<file path="src/design/compass_heading_from_field_assert.svh">
// Assertion macros for the compass heading block.
`ifndef COMPASS_HEADING_FROM_FIELD_ASSERT_SVH
`define COMPASS_HEADING_FROM_FIELD_ASSERT_SVH

// Same-cycle implication, clocked on clk, quiet while arst_n is low.
`define CHF_ASSERT_IMPL(label, ante, cons) \
	label: assert property (@(posedge clk) disable iff (!arst_n) (ante) |-> (cons)) \
		else $error("compass heading assertion failed");

// Implication with a delayed consequent.
`define CHF_ASSERT_DELAY(label, ante, n, cons) \
	label: assert property (@(posedge clk) disable iff (!arst_n) (ante) |-> ##n (cons)) \
		else $error("compass heading latency assertion failed");

`endif

</file>
<file path="src/design/chf_pkg.sv">
// Package: widths, angle constants, arctangent table and register codes.
package chf_pkg;

	localparam int CORDIC_STEPS_DEF = 16;
	localparam int ATAN_TAB_LEN     = 24;

	// sample and offset-corrected widths
	localparam int SW  = 16;
	localparam int HXW = 17;
	localparam int HW  = 18;
	localparam int PRE = 14;
	localparam int XW  = 34;   // CORDIC datapath: 18-bit vector, gain, 2^14 prescale
	localparam int ZW  = 17;   // CORDIC angle accumulator
	localparam int AW  = 18;   // angle after declination
	localparam int ATW = 13;   // arctangent table entry

	localparam logic signed [ZW-1:0] ANG_HALF_PI = 17'sd12868;
	localparam logic signed [AW-1:0] ANG_PI      = 18'sd25736;
	localparam logic signed [AW-1:0] ANG_TWO_PI  = 18'sd51472;

	// degrees = |ang| * 45 / 6434 (same as * 180 / 25736)
	localparam int NW       = 21;
	localparam int QW       = 9;
	localparam int RECIP_SH = 32;
	localparam int RW       = 20;
	localparam int PW       = NW + RW;
	localparam logic [5:0]    DEG_NUM = 6'd45;
	localparam logic [NW-1:0] DEG_DEN = 21'd6434;
	localparam logic [RW-1:0] RECIP   = RW'((64'd1 << RECIP_SH) / 64'd6434);
	localparam logic [QW-1:0] FULL_TURN_DEG = 9'd360;

	typedef enum logic [1:0] {
		REG_OFFSET_X    = 2'd0,
		REG_OFFSET_Y    = 2'd1,
		REG_DECLINATION = 2'd2,
		REG_INVERT_Y    = 2'd3
	} reg_idx_t;

	// atan(2^-i) in 2^-13 rad, rounded
	function automatic logic [ATW-1:0] atan_tab(input int unsigned i);
		logic [ATW-1:0] v;
		case (i)
			0:  v = 13'd6434;
			1:  v = 13'd3798;
			2:  v = 13'd2007;
			3:  v = 13'd1019;
			4:  v = 13'd511;
			5:  v = 13'd256;
			6:  v = 13'd128;
			7:  v = 13'd64;
			8:  v = 13'd32;
			9:  v = 13'd16;
			10: v = 13'd8;
			11: v = 13'd4;
			12: v = 13'd2;
			13: v = 13'd1;
			default: v = '0;
		endcase
		return v;
	endfunction

endpackage

</file>
<file path="src/design/compass_heading_from_field.sv">
// Compass heading top level: offset correction, pipelined CORDIC atan2, degrees.
//
//  channel   ports                              direction  handshake
//  request   start, busy, x_sample, y_sample    in         taken when start && !busy
//  result    done, bearing                      out        done high one cycle, no stall
//  config    wr_en, wr_index, wr_data           in         written when wr_en high
//
// One request per cycle; busy stays low. A result passes through one stage for offsets,
// one for the quarter-turn pre-rotation, one per CORDIC iteration, then declination,
// wrap, two multiply stages and the output register.
// Reset clears the configuration registers and the valid chain; nothing is stored between requests.
// The receiver cannot stall, so the pipeline never holds.
`include "compass_heading_from_field_assert.svh"

module compass_heading_from_field #(
	parameter int CORDIC_STEPS = chf_pkg::CORDIC_STEPS_DEF
) (
	input  logic                           clk,
	input  logic                           arst_n,
	input  logic                           start,
	output logic                           busy,
	input  logic signed [chf_pkg::SW-1:0]  x_sample,
	input  logic signed [chf_pkg::SW-1:0]  y_sample,
	output logic                           done,
	output logic [chf_pkg::QW-1:0]         bearing,
	input  logic                           wr_en,
	input  logic [1:0]                     wr_index,
	input  logic [chf_pkg::SW-1:0]         wr_data
);

	localparam int LATENCY = CORDIC_STEPS + 7;

	// ---------------- configuration registers ----------------
	logic signed [chf_pkg::SW-1:0] offset_x_q, offset_y_q, declination_q;
	logic                          invert_y_q;

	always_ff @(posedge clk or negedge arst_n) begin
		if (!arst_n) begin
			offset_x_q    <= '0;
			offset_y_q    <= '0;
			declination_q <= '0;
			invert_y_q    <= 1'b0;
		end else if (wr_en) begin
			unique case (chf_pkg::reg_idx_t'(wr_index))
				chf_pkg::REG_OFFSET_X:    offset_x_q    <= wr_data;
				chf_pkg::REG_OFFSET_Y:    offset_y_q    <= wr_data;
				chf_pkg::REG_DECLINATION: declination_q <= wr_data;
				chf_pkg::REG_INVERT_Y:    invert_y_q    <= wr_data[0];
			endcase
		end
	end

	assign busy = 1'b0;
	logic accept;
	assign accept = start && !busy;

	// ---------------- stage 1: orientation flip and hard-iron offsets ----------------
	logic signed [chf_pkg::HXW-1:0] y_ext, y_sel;
	logic signed [chf_pkg::HXW-1:0] hx_s1;
	logic signed [chf_pkg::HW-1:0]  hy_s1;
	logic                           vld_s1;

	assign y_ext = chf_pkg::HXW'(y_sample);
	assign y_sel = invert_y_q ? -y_ext : y_ext;   // -(-32768) needs the 17th bit

	always_ff @(posedge clk) begin
		hx_s1 <= chf_pkg::HXW'(x_sample) - chf_pkg::HXW'(offset_x_q);
		hy_s1 <= chf_pkg::HW'(y_sel) - chf_pkg::HW'(offset_y_q);
	end

	// ---------------- stage 2: pre-rotation into right half plane ----------------
	// CORDIC arrays: index 0 is stage 2, index i+1 is the result of iteration i.
	logic signed [chf_pkg::XW-1:0] cx_s [0:CORDIC_STEPS];
	logic signed [chf_pkg::XW-1:0] cy_s [0:CORDIC_STEPS];
	logic signed [chf_pkg::ZW-1:0] cz_s [0:CORDIC_STEPS];
	logic                          zero_s [0:CORDIC_STEPS];
	logic                          vld_s [0:CORDIC_STEPS];

	logic signed [chf_pkg::HW-1:0] hx_w, rx, ry;
	logic signed [chf_pkg::ZW-1:0] rz;

	assign hx_w = chf_pkg::HW'(hx_s1);

	always_comb begin
		rx = hx_w;
		ry = hy_s1;
		rz = '0;
		if (hx_w < 0) begin
			if (hy_s1 >= 0) begin
				rx = hy_s1;
				ry = -hx_w;
				rz = chf_pkg::ANG_HALF_PI;
			end else begin
				rx = -hy_s1;
				ry = hx_w;
				rz = -chf_pkg::ANG_HALF_PI;
			end
		end
	end

	always_ff @(posedge clk) begin
		cx_s[0]   <= {{(chf_pkg::XW - chf_pkg::HW - chf_pkg::PRE){rx[chf_pkg::HW-1]}},
			rx, {chf_pkg::PRE{1'b0}}};
		cy_s[0]   <= {{(chf_pkg::XW - chf_pkg::HW - chf_pkg::PRE){ry[chf_pkg::HW-1]}},
			ry, {chf_pkg::PRE{1'b0}}};
		cz_s[0]   <= rz;
		zero_s[0] <= (hx_s1 == '0) && (hy_s1 == '0);
	end

	// ---------------- CORDIC iterations, one per stage ----------------
	for (genvar g = 0; g < CORDIC_STEPS; g++) begin : g_iter
		logic signed [chf_pkg::XW-1:0] xsh, ysh;
		logic signed [chf_pkg::ZW-1:0] da;

		assign xsh = cx_s[g] >>> g;
		assign ysh = cy_s[g] >>> g;
		assign da  = chf_pkg::ZW'(chf_pkg::atan_tab(g));

		always_ff @(posedge clk) begin
			if (cy_s[g] >= 0) begin
				cx_s[g+1] <= cx_s[g] + ysh;
				cy_s[g+1] <= cy_s[g] - xsh;
				cz_s[g+1] <= cz_s[g] + da;
			end else begin
				cx_s[g+1] <= cx_s[g] - ysh;
				cy_s[g+1] <= cy_s[g] + xsh;
				cz_s[g+1] <= cz_s[g] - da;
			end
			zero_s[g+1] <= zero_s[g];
		end
	end

	// ---------------- tail stages: declination, wrap, degree conversion ----------------
	logic signed [chf_pkg::AW-1:0] ang_sd, ang_sw;
	logic signed [chf_pkg::AW-1:0] cz_ext;
	logic                          vld_sd, vld_sw;

	// zero vector gives angle 0 before declination
	assign cz_ext = zero_s[CORDIC_STEPS] ? '0 : chf_pkg::AW'(cz_s[CORDIC_STEPS]);

	always_ff @(posedge clk) begin
		ang_sd <= cz_ext + chf_pkg::AW'(declination_q);
	end

	// one correction always suffices for the reachable range
	always_ff @(posedge clk) begin
		if (ang_sd < -chf_pkg::ANG_PI)
			ang_sw <= ang_sd + chf_pkg::ANG_TWO_PI;
		else if (ang_sd > chf_pkg::ANG_PI)
			ang_sw <= ang_sd - chf_pkg::ANG_TWO_PI;
		else
			ang_sw <= ang_sd;
	end

	// |ang| * 45, then times reciprocal of 6434
	logic [chf_pkg::AW-1:0] ang_abs;
	logic [chf_pkg::NW-1:0] n_sm1, n_sm2;
	logic [chf_pkg::PW-1:0] p_sm2;
	logic                   neg_sm1, neg_sm2, vld_sm1, vld_sm2;

	assign ang_abs = (ang_sw < 0) ? chf_pkg::AW'(-ang_sw) : chf_pkg::AW'(ang_sw);

	always_ff @(posedge clk) begin
		n_sm1   <= chf_pkg::NW'(ang_abs) * chf_pkg::NW'(chf_pkg::DEG_NUM);
		neg_sm1 <= ang_sw < 0;
		p_sm2   <= chf_pkg::PW'(n_sm1) * chf_pkg::PW'(chf_pkg::RECIP);
		n_sm2   <= n_sm1;
		neg_sm2 <= neg_sm1;
	end

	// quotient estimate is exact or one low
	logic [chf_pkg::QW-1:0] q_est, q_fix;
	logic [chf_pkg::NW-1:0] rem;

	assign q_est = p_sm2[chf_pkg::RECIP_SH +: chf_pkg::QW];
	assign rem   = n_sm2 - chf_pkg::NW'(q_est) * chf_pkg::DEG_DEN;
	assign q_fix = (rem >= chf_pkg::DEG_DEN) ? q_est + chf_pkg::QW'(1) : q_est;

	logic [chf_pkg::QW-1:0] heading_q;
	logic                   done_q;

	always_ff @(posedge clk) begin
		heading_q <= (neg_sm2 && (q_fix != '0)) ? chf_pkg::FULL_TURN_DEG - q_fix : q_fix;
	end

	// valid chain
	always_ff @(posedge clk or negedge arst_n) begin
		if (!arst_n) begin
			vld_s1  <= 1'b0;
			vld_sd  <= 1'b0;
			vld_sw  <= 1'b0;
			vld_sm1 <= 1'b0;
			vld_sm2 <= 1'b0;
			done_q  <= 1'b0;
			for (int k = 0; k <= CORDIC_STEPS; k++)
				vld_s[k] <= 1'b0;
		end else begin
			vld_s1   <= accept;
			vld_s[0] <= vld_s1;
			for (int k = 0; k < CORDIC_STEPS; k++)
				vld_s[k+1] <= vld_s[k];
			vld_sd  <= vld_s[CORDIC_STEPS];
			vld_sw  <= vld_sd;
			vld_sm1 <= vld_sw;
			vld_sm2 <= vld_sm1;
			done_q  <= vld_sm2;
		end
	end

	assign done    = done_q;
	assign bearing = heading_q;

	// ---------------- assertions ----------------
	`CHF_ASSERT_IMPL(a_wrap_range, vld_sw,
		(ang_sw >= -chf_pkg::ANG_PI) && (ang_sw <= chf_pkg::ANG_PI))
	`CHF_ASSERT_IMPL(a_deg_half_turn, vld_sm2, q_fix <= 9'd180)
	`CHF_ASSERT_IMPL(a_heading_range, done, bearing < chf_pkg::FULL_TURN_DEG)
	`CHF_ASSERT_DELAY(a_latency, accept, LATENCY, done)

endmodule
</file>
<file path="config.mk">
export PLATFORM = sky130hd
export DESIGN_NAME = compass_heading_from_field
export DESIGN_NICKNAME = d
export VERILOG_FILES = /design/src/design/chf_pkg.sv /design/src/design/compass_heading_from_field.sv
export VERILOG_INCLUDE_DIRS = /design/src /design/src/design
export SDC_FILE = /design/constraint.sdc
export NUM_CORES = 2
export LEC_CHECK = 0
export ABC_CLOCK_PERIOD_IN_PS = 15550
export BUFFER_PORTS_ARGS = -buffer_cell sky130_fd_sc_hd__buf_4
export CAP_MARGIN = 20
export CORE_MARGIN = 2
export CORE_UTILIZATION = 67
export CTS_CLUSTER_SIZE = 8
export DETAILED_ROUTE_END_ITERATION = 12
export PLACE_DENSITY = 0.84
export SETUP_SLACK_MARGIN = 0.05
export SYNTH_ARGS = -nofsm -noshare
export SYNTH_HDL_FRONTEND = slang
export SYNTH_SLANG_ARGS = --single-unit
</file>
<file path="constraint.sdc">
create_clock -name clk -period 15.55 [get_ports clk]
set_input_delay 1.555 -clock clk [delete_from_list [all_inputs] [get_ports clk]]
set_output_delay 1.555 -clock clk [all_outputs]
set_load 0.05 [all_outputs]
</file>
==> impl_metrics.ini <==
[worst_setup_path]
cpPeakStageDelay_ps = 560
critPathKind = register to register
cp-start-kind = register
crit_top_cell = ha_1
rr_startpoint = p_sm2[33]
worstPathArrival_ps = 8380
r2r_slack_ps = 7910
reg2reg_to = bearing[1]
crit_required_ps = 16290
r2r_cells = 31
end_kind = register
crit_slowest_cell = dfxtp_1
crit_fanout = 8

[yosys]
synth_edf_count = 0
yosysMostFrequentCell = ha_1
synthTopCellsByArea = dfxtp_1 26%, ha_1 17%, xnor2_1 8.9%, fa_1 5.2%, xor2_1 4.9%
syn_area_um2 = 88600
yosys_warnings = 0
synth.top_cell.area_share = 0.2580
ys_top_cells_by_count = 1212 x ha_1, 1142 x dfxtp_1, 897 x xnor2_1
synth_top_cell_by_area = dfxtp_1
synth-seq-area-share = 0.2784
synth_cells = 9911
avgSynthCellArea_um2 = 8.939
synth_ff_type = dfxtp_1
ys_seq_elements = 1214
ys_async_sr_fraction = 0.05931
yosysUniqueCellTypes = 98

[floorplanning]
die_w_um = 367.6
rows = 133
die_height_um = 367.6
ioPinCount = 65
die_area_um2 = 135200
initial_utilization = 0.6748
core_um2 = 131300

[global_route]
grt_pass1_vias = 71550
grt_max_degree = 73
grt_remaining_overflow = 0
grt_pass1_wl_um = 364500
grt.total_usage = 0.3301
antenna_found_initial = 9

[timing]
finalCritPeriodShare = 0.4916
maxSlewHeadroom = 0.2276
setup_viol = 0
rsz0062_at_grt = false
setup_tns_ps = 0
drv_slew = 0
fmax_mhz = 130.8
fin_crit_ps = 7644
clock_skew_ps = 35.90
setup_slack_ps = 7906
hold_viol = 0
worstMarginPinSlew_ps = 1150

[clock_tree]
cts-root-buf = clkbuf_16
hold_buffers = 0
cts_setup_buffers = 0
htree_num_levels = 4
ctsResizeCount = 0
cts.clk_slew.worst_paths_ps = 50
cts_max_path_buffers = 3
cts_tree = yes
clock_latency_ps = 830
clock-sinks = 1214
numCtsBuffers = 172

[min_path]
min_to = cz_s[16][4]
min_path_type = register to register
holdPathStages = 0
hold_start = cz_s[15][4]

[drt]
routed_wl_um = 227100
wl_per_cell_um = 19.12
drt_pass1_iterations = 8
ant_nets = 0
drc = 0
num_vias = 71600
viasPerCell = 6.028
drt_iter0_markers = 4847

[run]
maxCapViolations = 0

[placed_design]
place_hpwl_um = 181100
io_buffers = 63
routabilityCongestion = 0.9991
dp_slack_ps = 7820
place_area_um2 = 91020

[layout]
final_area_um2 = 95930
syn_to_final_growth_pct = 8.277
layout.nets = 11570
drive_above_1_share = 0.04299
fillers = 9734

[outcome]
status = complete, no violations
per-stage QoR:
stage	util	hold WS, ps	instances
detailed placement	0.6933	312.1	11650
floorplan	-	309.6	9966
finish	0.7306	314.0	11880
global route	0.7306	326.2	11870
CTS	0.7303	320.7	11870
global placement	0.6932	309.7	11650
cell type report:
cell class,count,area [um^2],area share
multi-input cells,7839,60700,0.6328
flip-flops and latches,1214,24680,0.2572
clock buffers,207,4529,0.04721
inverters,762,2860,0.02982
well taps,1755,2196,0.02289
repair buffers,81,629.4,0.006560
clock inverters,15,327.8,0.003417
diodes,4,10.01,0.0001043
flip-flops by register name (all words and copies together) (netlist names), 9 cells and up:
| signal | cells |
|---|---|
| cy_s | 373 |
| cx_s | 363 |
| cz_s | 257 |
| n_sm1 | 21 |
| n_sm2 | 20 |
| ang_sd | 18 |
| ang_sw | 18 |
| hy_s1 | 18 |
| hx_s1 | 17 |
| vld_s | 17 |
| zero_s | 17 |
| declination_q | 16 |
| offset_x_q | 16 |
| offset_y_q | 16 |
| bearing | 9 |
| p_sm2 | 9 |
how the worst max path moves through the flow:
stage | start | end | depth (start not counted)
after floorplan | p_sm2[33] | bearing[1] | 31
after global placement | p_sm2[36] | bearing[1] | 28
after CTS | p_sm2[33] | bearing[1] | 31
after global routing | p_sm2[33] | bearing[1] | 31
final | p_sm2[33] | bearing[1] | 31
after detailed placement | p_sm2[33] | bearing[1] | 31
kinds of logic (layout without fill, tap and decap cells):
family,Yosys count,after routing,synth area share
AOI/OAI and AO/OA,2520,2520,0.1825
other,1,60,0.00004233
and+or+nand+nor,2362,2362,0.1308
muxes,68,68,0.008262
xor gates and xnor gates,1389,1389,0.1375
DFF,1214,1214,0.2784
adders and majority gates,1444,1444,0.2236
buffers and inverters,913,1065,0.03888
cells in the final DEF, fill, tap and decap left out, types with 53 or more instances in the layout:
| cell | Yosys | final |
|---|---|---|
| a21boi_0 | 69 | 69 |
| nor2_1 | 622 | 622 |
| a31oi_1 | 69 | 69 |
| clkbuf_16 | 0 | 175 |
| nor2b_1 | 128 | 128 |
| o21a_1 | 103 | 103 |
| nand2b_1 | 147 | 147 |
| inv_1 | 761 | 761 |
| nor3_1 | 192 | 192 |
| o21bai_1 | 130 | 130 |
| or3_1 | 146 | 146 |
| a21o_1 | 304 | 304 |
| o41ai_1 | 86 | 86 |
| fa_1 | 232 | 232 |
| dfrtp_1 | 72 | 72 |
| o21ai_0 | 554 | 554 |
| nand3_1 | 153 | 153 |
| xor2_1 | 491 | 491 |
| xnor2_1 | 897 | 897 |
| a21oi_1 | 698 | 698 |
| o31ai_1 | 181 | 181 |
| or2_2 | 53 | 53 |
| a211oi_1 | 53 | 53 |
| buf_4 | 1 | 78 |
| nand2_1 | 584 | 584 |
| and3_1 | 53 | 53 |
| dfxtp_1 | 1142 | 1131 |
| or4_1 | 85 | 85 |
| conb_1 | 1 | 56 |
| ha_1 | 1212 | 1212 |
per-layer routing:
metal  global-route usage  vias up  routed length, um
li1                     -    35150                  -
met3              0.04687      704               9961
met4               0.1917        4              13880
met1               0.3710    33770              90110
met2               0.5934     1969             113100
met5                    0        -                 15
worst max-delay path: cells and delay by family (launching register included):
kind                       cells  cell delay, ps
AOI/OAI and AO/OA             10            2220
xor gates and xnor gates       1             170
adders and majority gates      7            2370
buffers and inverters          3             300
DFF                            1             560
muxes                          1             220
and+or+nand+nor                9            1730
Power is left out: the tool's default activity adds up to more than one toggle a clock period on the data nets, which glitch-free logic cannot reach.
